[src/hdl/lfu_pkg.sv]
package lfu_pkg;

  // Built slot count; the slot index is just wide enough for it
  localparam int ENTRIES = 16;
  localparam int IDX_W = (ENTRIES > 1) ? $clog2(ENTRIES) : 1;
  localparam int KEY_W = 31;
  localparam int DAT_W = 32;
  localparam int CNT_W = 32;
  localparam int STP_W = 32;
  localparam int CAP_W = 5;

  localparam logic [DAT_W-1:0] MISS_DATA = '1;
  localparam logic [CNT_W-1:0] CNT_MAX   = '1;

  typedef logic [IDX_W-1:0] idx_t;

  typedef enum logic {
    MODE_GET = 1'b0,
    MODE_SET = 1'b1
  } mode_t;

  // Running result handed from cell to cell during a scan
  typedef struct packed {
    logic              found;
    idx_t              where;
    logic [DAT_W-1:0]  hit_data;
    logic              empty_found;
    idx_t              empty_idx;
    logic              best_valid;
    logic [CNT_W-1:0]  best_cnt;
    logic [STP_W-1:0]  best_stamp;
    idx_t              best_idx;
  } carry_t;

  // Update broadcast to all cells at the end of an item
  typedef struct packed {
    logic              en;
    idx_t              idx;
    logic              fill;
    logic              wr_data;
    logic [KEY_W-1:0]  key;
    logic [DAT_W-1:0]  value;
    logic [STP_W-1:0]  stamp;
  } cmd_t;

  typedef enum logic [1:0] {
    ST_IDLE,
    ST_SCAN,
    ST_FINISH
  } state_t;

endpackage

[src/hdl/lfu_cell.sv]
module lfu_cell import lfu_pkg::*; #(
  parameter int IDX = 0
) (
  input  logic             clk,
  input  logic             rst_n,
  input  logic             in_use,
  input  logic [KEY_W-1:0] key,
  input  logic             wave_in,
  input  carry_t           carry_in,
  output logic             wave_out,
  output carry_t           carry_out,
  input  cmd_t             cmd
);

  localparam idx_t MY_IDX = IDX_W'(IDX);

  logic             valid_r, valid_nxt;
  logic [KEY_W-1:0] key_r, key_nxt;
  logic [DAT_W-1:0] data_r, data_nxt;
  logic [CNT_W-1:0] cnt_r, cnt_nxt;
  logic [STP_W-1:0] stamp_r, stamp_nxt;
  logic             wave_r;
  carry_t           carry_r, carry_nxt;
  logic             match, empty, better;

  assign match  = in_use && valid_r && (key_r == key) && !carry_in.found;
  assign empty  = in_use && !valid_r && !carry_in.empty_found;
  // strict compare keeps the lower index on a full tie
  assign better = in_use && valid_r &&
                  (!carry_in.best_valid || (cnt_r < carry_in.best_cnt) ||
                   ((cnt_r == carry_in.best_cnt) && (stamp_r < carry_in.best_stamp)));

  always_comb begin
    carry_nxt = carry_in;
    if (match) begin
      carry_nxt.found    = 1'b1;
      carry_nxt.where    = MY_IDX;
      carry_nxt.hit_data = data_r;
    end
    if (empty) begin
      carry_nxt.empty_found = 1'b1;
      carry_nxt.empty_idx   = MY_IDX;
    end
    if (better) begin
      carry_nxt.best_valid = 1'b1;
      carry_nxt.best_cnt   = cnt_r;
      carry_nxt.best_stamp = stamp_r;
      carry_nxt.best_idx   = MY_IDX;
    end
  end

  always_comb begin
    valid_nxt = valid_r;
    key_nxt   = key_r;
    data_nxt  = data_r;
    cnt_nxt   = cnt_r;
    stamp_nxt = stamp_r;
    if (cmd.en && (cmd.idx == MY_IDX)) begin
      stamp_nxt = cmd.stamp;
      if (cmd.fill) begin
        valid_nxt = 1'b1;
        key_nxt   = cmd.key;
        data_nxt  = cmd.value;
        cnt_nxt   = CNT_W'(1);
      end else begin
        if (cnt_r != CNT_MAX) begin
          cnt_nxt = cnt_r + CNT_W'(1);
        end
        if (cmd.wr_data) begin
          data_nxt = cmd.value;
        end
      end
    end
  end

  always_ff @(posedge clk) begin
    if (!rst_n) begin
      valid_r <= 1'b0;
      wave_r  <= 1'b0;
    end else begin
      valid_r <= valid_nxt;
      wave_r  <= wave_in;
    end
  end

  always_ff @(posedge clk) begin
    key_r   <= key_nxt;
    data_r  <= data_nxt;
    cnt_r   <= cnt_nxt;
    stamp_r <= stamp_nxt;
    if (wave_in) begin
      carry_r <= carry_nxt;
    end
  end

  assign wave_out  = wave_r;
  assign carry_out = carry_r;

endmodule

[config.mk]
export PLATFORM = sky130hd
export DESIGN_NAME = lfu_cell
export DESIGN_NICKNAME = d
export VERILOG_FILES = /design/src/hdl/lfu_pkg.sv /design/src/hdl/lfu_cell.sv
export SDC_FILE = /design/constraint.sdc
export NUM_CORES = 1
export LEC_CHECK = 0
export ABC_CLOCK_PERIOD_IN_PS = 4110
export BUFFER_PORTS_ARGS = -buffer_cell sky130_fd_sc_hd__clkbuf_2
export CORE_MARGIN = 3
export CORE_UTILIZATION = 51
export CTS_CLUSTER_SIZE = 12
export DETAILED_ROUTE_END_ITERATION = 7
export HOLD_SLACK_MARGIN = 0.08
export PLACE_DENSITY = 0.9
export RECOVER_POWER = 100
export SETUP_SLACK_MARGIN = 0.2
export SLEW_MARGIN = 30
export SYNTH_ARGS = -nofsm -noshare
export SYNTH_HDL_FRONTEND = slang
export SYNTH_SLANG_ARGS = --single-unit
export TNS_END_PERCENT = 10
[constraint.sdc]
create_clock -name clk -period 4.11 [get_ports clk]
set_input_delay 0.822 -clock clk [delete_from_list [all_inputs] [get_ports clk]]
set_output_delay 0.822 -clock clk [all_outputs]
set_load 0.005 [all_outputs]
==> results of run 1 <==
==> synth_stat cells, types with 3 or more instances <==
cell,number,share of area
buf_2,7,0.0031
and2_1,6,0.0034
edfxtp_1,238,0.64
a211oi_1,6,0.0040
nor4_1,8,0.0045
nor3_2,3,0.0027
nand2b_1,5,0.0028
o21a_1,4,0.0027
ha_1,64,0.072
a21oi_1,28,0.013
nor3_1,3,0.0013
inv_1,66,0.022
nor2_1,37,0.012
mux2_4,13,0.017
clkbuf_1,5,0.0017
nand2_1,32,0.011
and4_1,3,0.0024
xor2_1,40,0.031
xnor2_1,16,0.013
o21ai_0,8,0.0036
nand4_1,19,0.011
nand3_1,23,0.010
mux2i_1,3,0.0027
and3_1,4,0.0022
or3_1,5,0.0028
mux2_2,80,0.081
nor2b_1,11,0.0062
==> layer usage <==
metal / part of all wire / wire length (um) / track usage / up-vias
met3: 0.078 / 2210 / 0.05319 / 49
met2: 0.52 / 14680 / 0.4022 / 323
met4: 0.025 / 720 / 0.06392 / 0
li1: - / - / - / 3588
met5: 0 / 0 / 0 / -
met1: 0.38 / 10880 / 0.2847 / 3627
==> sequential cells by signal (all words and copies together) (netlist names) <==
name       count
wave_out       1
data_r        32
stamp_r       32
cnt_r         32
carry_out    111
key_r         31
valid_r        1
==> power by group <==
part,internal (W),switching (W)
combinational,0.000209,0.000211
sequential,0.00280,0.0000343
clock,0.00112,0.000869
total,0.00413,0.00111
==> metrics by stage <==
step	cell area, um^2	power, W	hold slack (ns)	setup WS (ns)
after global routing	13820	0.005428	0.4707	0.4182
after floorplan	11160	0.003038	0.4752	0.7369
final	13820	0.005244	0.4873	0.6589
after detailed placement	13320	0.003318	0.4983	0.5107
after CTS	14020	0.005303	0.4666	0.9601
after global placement	13320	0.003295	0.4975	0.6234
==> cell families after synthesis <==
| family | count (synthesis) | synth area share |
|---|---|---|
| AO/OA/AOI/OAI | 59 | 0.03273 |
| XOR/XNOR | 56 | 0.04394 |
| adder cells (fa/ha/maj) | 64 | 0.07173 |
| buffers and inverters | 81 | 0.03037 |
| flip-flops | 240 | 0.6438 |
| multiplexers | 96 | 0.1009 |
| AND/OR/NAND/NOR | 163 | 0.07655 |
==> layout make-up <==
class                           instances  area, um^2
Antenna cell                            1       2.502
Multi-Input combinational cell        438        3562
Tap cell                              275       344.1
Clock buffer                           33       665.6
Inverter                               66       247.7
Fill cell                            1639        7463
Clock inverter                          6       30.03
Sequential cell                       240        7187
Timing Repair Buffer                  368        1784
==> worst max path at each step <==
| stage | start | endpoint | slack (ns) | depth (start not counted) |
|---|---|---|---|---|
| 2_1_floorplan | cmd[98] | cnt_r[0]$_SDFFCE_PP1P_ | 0.74 | 3 |
| 3_3_place_gp | carry_in[58] | carry_out[53]$_DFFE_PP_ | 0.62 | 11 |
| 3_5_place_dp | carry_in[58] | carry_out[18]$_DFFE_PP_ | 0.51 | 11 |
| 4_1_cts | cnt_r[23]$_SDFFCE_PP0P_ | carry_out[18]$_DFFE_PP_ | 0.96 | 9 |
| 5_1_grt | wave_in | carry_out[76]$_DFFE_PP_ | 0.42 | 2 |
| 6_report | wave_in | carry_out[76]$_DFFE_PP_ | 0.66 | 2 |
==> qor.yml, run 1 <==
min_period_ns: 3.451
ys_warn_count: 0
cp-start-kind: "input port"
path_class: "input port to register"
layout.cells.non_filler: 1427
cpPeakStageDelay_ns: 2.40
violations: "max-capacitance violations, max-slew violations"
cts_setup_buffers: 0
synth_cell_types: 43
routed_via_density: 5.317
hpwl_um: 21500
clk_path_buf_depth: 3
fin_nets: 1451
power.density_mw_per_mm2: 379.4
layout-drive-gt1-share: 0.3423
final_cell_mix: "277 x clkbuf_2, 238 x edfxtp_1, 93 x clkbuf_1, 78 x mux2_2, 66 x inv_1"
die_height_um: 154.0
cts-resized-gates: 0
rrSetupSlack_ns: 0.87
crit_fanout: 57
synth_nets: 1071
cts_inserted_buffers: 25
peakVddDrop_mv: 0.3295
io_buffer_count: 359
crit_path_top_delay_cell: "clkbuf_1"
dieWidth_um: 154.0
place_congestion: 0.8947
antenna_found_initial: 1
dieArea_mm2: 0.02370
layout_commonest_cell: "clkbuf_2"
hold_path.class: "input port to register"
ys_async_sr_fraction: 0
cp-end-kind: "register"
crit_family: "buffers and inverters"
min_to: "key_r[28]$_DFFE_PP_"
r2r_start: "cnt_r[0]$_SDFFCE_PP1P_"
grt_overflow: 0
synthFlopType: "edfxtp_1"
setup_viol: 0
required_ns: 4.28
hold_violations: 0
core-area_mm2: 0.02129
ctsRootBufferMaster: "clkbuf_16"
synth_seq_area_share: 0.6438
slew_violations: 125
rsz0062_at_grt: "no"
drc: 0
cts_hold_buffers: 0
place_inst: 1387
cts_tree: "done"
clkTransAtPathRegs_ns: 0.06
avgSynthCellArea_um2: 14.71
grt_pass1_vias: 7877
fmax_mhz: 289.8
synth-edff-count: 238
syn_area_mm2: 0.01116
synthCells: 759
ioPinCount: 360
grt.total_usage: 0.2291
worstHoldStart: "cmd[92]"
maxCapViolations: 3
min_path_cells: 1
drt-wirelength-per-cell_um: 19.97
p_leak_nw: 5.668
reg2reg_depth: 9
wirelength_um: 28490
finalSetupTns_ns: 0
cts.htree.levels: 1
drt_iter0_markers: 503
crit_buf_inv: 2
fin_util: 0.6494
grt_max_degree: 58
fin_worst_skew_ns: 0.01406
slew_headroom: -1.316
period_share: 0.8397
worstMarginPinSlew_ns: 3.474
r2r-end: "cnt_r[4]$_SDFFCE_PP0P_"
outcome: "finished, violations left"
initial_utilization: 0.5244
syn_to_final_growth_pct: 23.83
vias: 7587
ant_nets: 0
insertion_delay_ns: 0.51
ys_ff_latch: 240
clock_sinks: 240
drt_pass1_iterations: 5
critPathArrivalTime_ns: 3.62
grt_pass1_wl_um: 42510
rows: 53
path_cells: "clkbuf_1 -> buf_12"
No activity file was read; power rests on OpenSTA's default activity.
==> inputs of run 2 (changes only) <==
--- a/config.mk
+++ b/config.mk
@@ -5,14 +5,15 @@
 export SDC_FILE = /design/constraint.sdc
 export NUM_CORES = 1
 export LEC_CHECK = 0
-export ABC_CLOCK_PERIOD_IN_PS = 4110
+export ABC_AREA = 1
+export ABC_CLOCK_PERIOD_IN_PS = 3200
 export BUFFER_PORTS_ARGS = -buffer_cell sky130_fd_sc_hd__clkbuf_2
 export CORE_MARGIN = 3
-export CORE_UTILIZATION = 51
+export CORE_UTILIZATION = 52
 export CTS_CLUSTER_SIZE = 12
 export DETAILED_ROUTE_END_ITERATION = 7
 export HOLD_SLACK_MARGIN = 0.08
-export PLACE_DENSITY = 0.9
+export PLACE_DENSITY = 0.91
 export RECOVER_POWER = 100
 export SETUP_SLACK_MARGIN = 0.2
 export SLEW_MARGIN = 30
==> constraint.sdc (replaced) <==
create_clock -name clk -period 3.2 [get_ports clk]
set_input_delay 0.64 -clock clk [delete_from_list [all_inputs] [get_ports clk]]
set_output_delay 0.64 -clock clk [all_outputs]
set_load 0.005 [all_outputs]
==> qor.yml, run 2 <==
finalSetupTns_ns: 0  # unchanged
place_inst: 1762  # +27%
drt_iter0_markers: 936  # +86%
postLayoutCellArea_mm2: 0.01455  # +5.3%
fin_util: 0.6626  # +0.01323
rsz0062_at_grt: "no"
clock_sinks: 240  # unchanged
antenna_found_initial: 3  # +2
cts.htree.levels: 1  # unchanged
dieWidth_um: 156.1  # +1.4%
io_buffer_count: 359  # unchanged
r2r-end: "carry_out[53]$_DFFE_PP_"
path_depth: 13  # +11
initial_utilization: 0.5337  # +0.009253
layout-drive-gt1-share: 0.2194  # -0.1229
cts_tree: "done"
cts-resized-gates: 0  # unchanged
r2r_start: "cnt_r[11]$_SDFFCE_PP0P_"
critPathArrivalTime_ns: 3.07  # -0.55 ns
drc: 0  # unchanged
synth-edff-count: 238  # unchanged
wirelength_um: 34280  # +20%
grt_overflow: 0  # unchanged
place_worst_setup_slack_ns: 0.2881  # -0.2226 ns
largest_reg_flops: 111  # unchanged
crit_buf_inv: 1  # -1
synthAdderAreaFrac: 0.06833  # -0.003401
ioPinCount: 360  # unchanged
p_leak_nw: 6.674  # +18%
period_share: 0.8819
power.net_switching_w: 0.001564  # +40%
core-area_mm2: 0.02196  # +3.2%
syn_to_final_growth_pct: 24.16
fmax_mhz: 354.3
required_ns: 3.45  # -0.83 ns
ys_warn_count: 0  # unchanged
synth_nets: 1438  # +34%
fin_nets: 1822  # +26%
cts_inserted_buffers: 26  # +4.0%
yosys.area.top_type_share: 0.6099  # -0.03035
power_frac_clock: 0.403  # +0.023
yosysTopAreaCell: "edfxtp_1"
cts_setup_buffers: 0  # unchanged
fill_cells: 1679  # +2.4%
dpl_cell_area_mm2: 0.01393  # +4.6%
synth.most_common_cell: "nand2_1"
die_height_um: 156.1  # +1.4%
power_frac_seq: 0.512  # -0.028
fin_worst_skew_ns: 0.01276  # -0.001297 ns
grt_pass1_vias: 9744  # +24%
cp-endpoint: "carry_out[53]$_DFFE_PP_"
synth_compound_area_frac: 0.03865  # +0.005922
ys_async_sr_fraction: 0  # unchanged
cp-startpoint: "cnt_r[11]$_SDFFCE_PP0P_"
cp-start-kind: "register"
clk_path_buf_depth: 3  # unchanged
avgSynthCellArea_um2: 10.41  # -29%
ant_nets: 0  # unchanged
p_sw_frac: 0.2201  # +0.007567
violations: "max-capacitance violations, max-slew violations"
slew_violations: 152  # +22%
final_cell_mix: "331 x nand2_1, 274 x clkbuf_2, 238 x edfxtp_1, 130 x inv_1, 104 x clkbuf_1"
hold_violations: 0  # unchanged
synth_seq_area_share: 0.6133  # -0.03052
clkTransAtPathRegs_ns: 0.06  # about the same
ys_ff_latch: 240  # unchanged
dieArea_mm2: 0.02437  # +2.8%
crit_fanout: 20  # -65%
cts_hold_buffers: 0  # unchanged
grt_pass1_wl_um: 50950  # +20%
synth_top_family_by_area: "simple AND/OR/NAND/NOR gates"
synth.area.mux_share: 0  # -0.1009
crit_path_top_delay_cell: "edfxtp_1"
syn_area_mm2: 0.01172  # +5.0%
ys_top_cells_by_count: "331 x nand2_1, 238 x edfxtp_1, 129 x inv_1"
cpPeakStageDelay_ns: 0.49  # -1.91 ns
synthXorXnorAreaFrac: 0.02317  # -0.02077
grt.total_usage: 0.2699  # +0.04089
layout_commonest_cell: "nand2_1"
routed_via_density: 5.382  # +1.2%
hold_path.class: "input port to register"
synthCells: 1126  # +48%
grt_max_degree: 55  # -5.2%
ctsRootBufferMaster: "clkbuf_16"
min_period_ns: 2.822
rrSetupSlack_ns: 0.38  # -0.49 ns
reg2reg_depth: 13  # +4
drt_pass1_iterations: 5  # unchanged
power.density_mw_per_mm2: 488.2  # +29%
synth-simple-area-share: 0.1996  # +0.1230
worstMarginPinSlew_ns: 1.766  # -1.708 ns
maxCapViolations: 4  # +1
place_congestion: 0.9657  # +7.9%
p_int_w: 0.005540  # +34%
layout.cells.non_filler: 1810  # +27%
peakVddDrop_mv: 0.3767  # +14%
insertion_delay_ns: 0.52  # about the same
cp-end-kind: "register"
path_class: "register to register"
drt-wirelength-per-cell_um: 18.94  # -5.1%
setup_viol: 0  # unchanged
synthFlopType: "edfxtp_1"
outcome: "finished, violations left"
setup_slack_ns: 0.3779  # -0.2810 ns
slew_headroom: -0.1772  # +1.139
crit_family: "simple AND/OR/NAND/NOR gates"
path_cells: "ha_1 -> nand4_1 -> nor2_1 -> o21ai_0 -> nor2_1 -> nand3_1 -> nor2_1 -> nand2_1 -> nand2_2 -> nand2_2 -> clkbuf_2 -> nand2_1 -> nand2_1"
pwr-share-comb: 0.085  # +0.005
vias: 9741  # +28%
synth_cell_types: 38  # -12%
hpwl_um: 26060  # +21%
synthTopCellsByArea: "edfxtp_1 61%, nand2_1 11%, ha_1 6.8%"
rows: 54  # +1.9%
run 2: cell type report:
cell class                 count  area (um^2)  share of cell area
inverter                     130        488.0             0.03354
tap                          280        350.3             0.02408
antenna                        3        7.507           0.0005160
sequential                   240         7187              0.4939
timing repair buffer         386         1864              0.1281
clock buffer                  39        750.7             0.05160
clock inverter                 6        57.56            0.003956
multi-input combinational    726         3845              0.2643
run 2: how the worst min path moves through the flow:
stage                                    end  slack [ns]                 start  depth (start not counted)
floorplan               valid_r$_SDFFE_PN0P_        0.45  valid_r$_SDFFE_PN0P_                          1
global placement        valid_r$_SDFFE_PN0P_        0.47  valid_r$_SDFFE_PN0P_                          1
detailed placement  carry_out[105]$_DFFE_PP_        0.50  data_r[31]$_DFFE_PP_                          2
CTS                    stamp_r[15]$_DFFE_PP_        0.27               cmd[15]                          1
global route           stamp_r[15]$_DFFE_PP_        0.27               cmd[15]                          1
finish                 stamp_r[21]$_DFFE_PP_        0.29               cmd[21]                          1
run 2: worst register-to-register path, delay by kind of cell, from the launching register on:
kind                       cells  cell delay (ns)
AOI/OAI and AO/OA              1             0.17
adders and majority gates      1             0.38
buffers and inverters          1             0.34
DFF                            1             0.49
and+or+nand+nor               10             1.19
run 2: cell families (layout without fill, tap and decap cells):
group / Yosys count / in the layout
compound gates: 83 / 83
xor+xnor: 31 / 31
fa+ha+maj: 64 / 64
buf+inv: 160 / 561
flops: 240 / 240
other cells: 0 / 3
simple gates: 548 / 548
run 2: metal layers:
metal	GRT usage	wire length, um	up-vias
met5	0	0	-
met4	0.1430	1995	0
met3	0.05021	2697	121
met2	0.4981	17770	490
met1	0.2932	11820	4547
li1	-	-	4583
run 2: metrics by stage:
stage,hold slack (ns),power [W]
6_report,0.2940,0.007104
5_1_grt,0.2691,0.007353
4_1_cts,0.2721,0.007163
3_5_place_dp,0.5041,0.004318
3_3_place_gp,0.4699,0.004289
2_1_floorplan,0.4536,0.003929
run 2: power by group through the flow:
stage,logic [W],registers [W],clock network (W)
finish,0.000605,0.00364,0.00286
global route,0.000674,0.00364,0.00304
CTS,0.000626,0.00363,0.00290
detailed placement,0.000620,0.00370,0
global placement,0.000594,0.00370,0
floorplan,0.000227,0.00370,0
==> inputs of run 3 (changes only) <==
--- a/config.mk
+++ b/config.mk
@@ -6,14 +6,14 @@
 export NUM_CORES = 1
 export LEC_CHECK = 0
 export ABC_AREA = 1
-export ABC_CLOCK_PERIOD_IN_PS = 3200
+export ABC_CLOCK_PERIOD_IN_PS = 2550
 export BUFFER_PORTS_ARGS = -buffer_cell sky130_fd_sc_hd__clkbuf_2
 export CORE_MARGIN = 3
-export CORE_UTILIZATION = 52
+export CORE_UTILIZATION = 47
 export CTS_CLUSTER_SIZE = 12
 export DETAILED_ROUTE_END_ITERATION = 7
 export HOLD_SLACK_MARGIN = 0.08
-export PLACE_DENSITY = 0.91
+export PLACE_DENSITY = 0.87
 export RECOVER_POWER = 100
 export SETUP_SLACK_MARGIN = 0.2
 export SLEW_MARGIN = 30
==> constraint.sdc (replaced) <==
create_clock -name clk -period 2.55 [get_ports clk]
set_input_delay 0.51 -clock clk [delete_from_list [all_inputs] [get_ports clk]]
set_output_delay 0.51 -clock clk [all_outputs]
set_load 0.005 [all_outputs]
==> qor.yml, run 3 (same netlist as run 2, synthesis figures left out) <==
clk_path_buf_depth: 3  # unchanged
grt_overflow: 0  # unchanged
grt_pass1_vias: 9779  # +0.36%
outcome: "finished, violations left"
drt-wirelength-per-cell_um: 19.02  # +0.41%
finalSetupTns_ns: 0  # unchanged
path_cells: "ha_4 -> nand4_1 -> nor2_2 -> o21ai_1 -> nor2_1 -> nand3_1 -> nor2_1 -> nand2_2 -> nand2_4 -> buf_4 -> buf_12 -> a21boi_0"
r2r_start: "cnt_r[15]$_SDFFCE_PP0P_"
fin_worst_skew_ns: 0.01734  # +0.004585 ns
setup_viol: 0  # unchanged
drt_iter0_markers: 929  # -0.75%
fmax_mhz: 409.6  # +16%
grt_max_degree: 71  # +29%
p_leak_nw: 6.887  # +3.2%
core-area_mm2: 0.02439  # +11%
violations: "max-capacitance violations, max-slew violations"
cts_hold_buffers: 0  # unchanged
worstMarginPinSlew_ns: 1.512  # -0.2539 ns
layout_commonest_cell: "nand2_1"
rsz0062_at_grt: "yes"
min_to: "key_r[8]$_DFFE_PP_"
drt_pass1_iterations: 7  # +2
postLayoutCellArea_mm2: 0.01529  # +5.1%
path_class: "register to register"
grt_pass1_wl_um: 51380  # +0.84%
cp-end-kind: "register"
worstHoldStart: "cmd[72]"
min_period_ns: 2.441  # -0.3809 ns
power_w: 0.009224  # +30%
layout.cells.non_filler: 1886  # +4.2%
grt.total_usage: 0.2462  # -0.02372
fin_nets: 1854  # +1.8%
dpl_cell_area_mm2: 0.01426  # +2.4%
final_cell_mix: "292 x nand2_1, 270 x clkbuf_2, 238 x edfxtp_1, 129 x inv_1, 106 x clkbuf_1"
layout-drive-gt1-share: 0.2694  # +0.05002
hold_violations: 0  # unchanged
drc: 0  # unchanged
required_ns: 2.80  # -0.65 ns
critPathArrivalTime_ns: 2.69  # -0.38 ns
period_share: 0.9573  # +0.07543
antenna_found_initial: 3  # unchanged
dieArea_mm2: 0.02686  # +10%
hold_path.class: "input port to register"
seq_area_mm2: 0.007187  # unchanged
crit_fanout: 23  # +15%
maxCapViolations: 1  # -3
wirelength_um: 35870  # +4.6%
clkTransAtPathRegs_ns: 0.06  # about the same
cpMostUsedCell: "nor2_1"
place_inst: 1830  # +3.9%
insertion_delay_ns: 0.53  # about the same
fin_util: 0.6267  # -0.03592
r2r-end: "carry_out[2]$_SDFFCE_PP0P_"
crit_family: "simple AND/OR/NAND/NOR gates"
initial_utilization: 0.4805  # -0.05322
syn_to_final_growth_pct: 30.44
reg2reg_depth: 12  # -1
cts.htree.levels: 1  # unchanged
ioPinCount: 360  # unchanged
dieWidth_um: 163.9  # +5.0%
crit_path_top_delay_cell: "edfxtp_1"
slew_headroom: -0.007896  # +0.1693
largest_reg_flops: 111  # unchanged
vias: 9959  # +2.2%
hpwl_um: 25670  # -1.5%
ctsRootBufferMaster: "clkbuf_16"
clock_sinks: 240  # unchanged
cpPeakStageDelay_ns: 0.46  # -0.03 ns
fill_cells: 1931  # +15%
peakVddDrop_mv: 0.4371  # +16%
cts_tree: "done"
place_congestion: 0.8868  # -8.2%
io_buffer_count: 359  # unchanged
cts_inserted_buffers: 26  # unchanged
routed_via_density: 5.280  # -1.9%
die_height_um: 163.9  # +5.0%
rows: 57  # +5.6%
crit_buf_inv: 2  # +1
power.density_mw_per_mm2: 603.4  # +24%
cp-start-kind: "register"
ant_nets: 0  # unchanged
slew_violations: 27  # -82%
rrSetupSlack_ns: 0.11  # -0.27 ns
multi_input_area_mm2: 0.004151  # +8.0%
min_path_cells: 1  # unchanged
[run 3: changes by cell type in the layout (fill, tap and decap cells not counted), sizes merged]
| cell | delta |
|---|---|
| buf | +32 |
| bufinv | +3 |
| clkbuf | -3 |
| clkinv | +1 |
| inv | -1 |
[run 3: where the power goes]
part           switching [W]  internal, W
sequential         0.0000511      0.00451
combinational       0.000474     0.000359
clock                0.00150      0.00233
[run 3: repair_timing]
item,4_1_cts,5_1_grt
pin swaps,6,29
cloned,3,2
setup buffers,3,0
hold endpoints to repair,0,0
gates resized for setup,13,82
setup endpoints to repair,69,103
[run 3: worst max path at each step]
| stage | start | endpoint | slack (ns) | cells past startpoint |
|---|---|---|---|---|
| 2_1_floorplan | cmd[100] | cnt_r[0]$_SDFFCE_PP1P_ | 0.19 | 4 |
| 3_5_place_dp | carry_in[49] | carry_out[51]$_DFFE_PP_ | -0.22 | 15 |
| 6_report | cnt_r[15]$_SDFFCE_PP0P_ | carry_out[2]$_SDFFCE_PP0P_ | 0.11 | 12 |
| 3_3_place_gp | carry_in[51] | carry_out[51]$_DFFE_PP_ | -0.21 | 15 |
| 5_1_grt | cnt_r[15]$_SDFFCE_PP0P_ | carry_out[16]$_DFFE_PP_ | -0.005 | 13 |
| 4_1_cts | cnt_r[15]$_SDFFCE_PP0P_ | carry_out[9]$_DFFE_PP_ | 0.11 | 13 |
[run 3: routing by layer]
metal  up-vias  wire length [um]  track usage
met5         -                 0            0
met4         0              1686       0.1088
met3       111              3091      0.04388
met2       534             18430       0.4449
met1      4668             12660       0.2855
li1       4646                 -            -
[run 3: final cells by class]
cell class                      count  area share
Timing Repair Buffer              418      0.1436
Antenna cell                        3   0.0004911
Clock buffer                       36     0.04641
Multi-Input combinational cell    726      0.2716
Clock inverter                      9    0.009331
Tap cell                          324     0.02652
Inverter                          130     0.03192
Sequential cell                   240      0.4702
[run 3: per-stage QoR]
stage                     setup WS, ns  hold slack (ns)
after floorplan                 0.1896           0.4536
after CTS                       0.1136           0.1385
after detailed placement       -0.2248           0.5100
final                           0.1088           0.1552
after global placement         -0.2065           0.4798
after global routing         -0.005082           0.1415
[run 3: worst reg2reg max path, delay by kind of cell (launching register included)]
kind                     cells  cell delay, ns
AO/OA/AOI/OAI                2            0.22
adder cells (fa/ha/maj)      1            0.31
buffers and inverters        2            0.30
flip-flops                   1            0.46
AND/OR/NAND/NOR              7            0.90
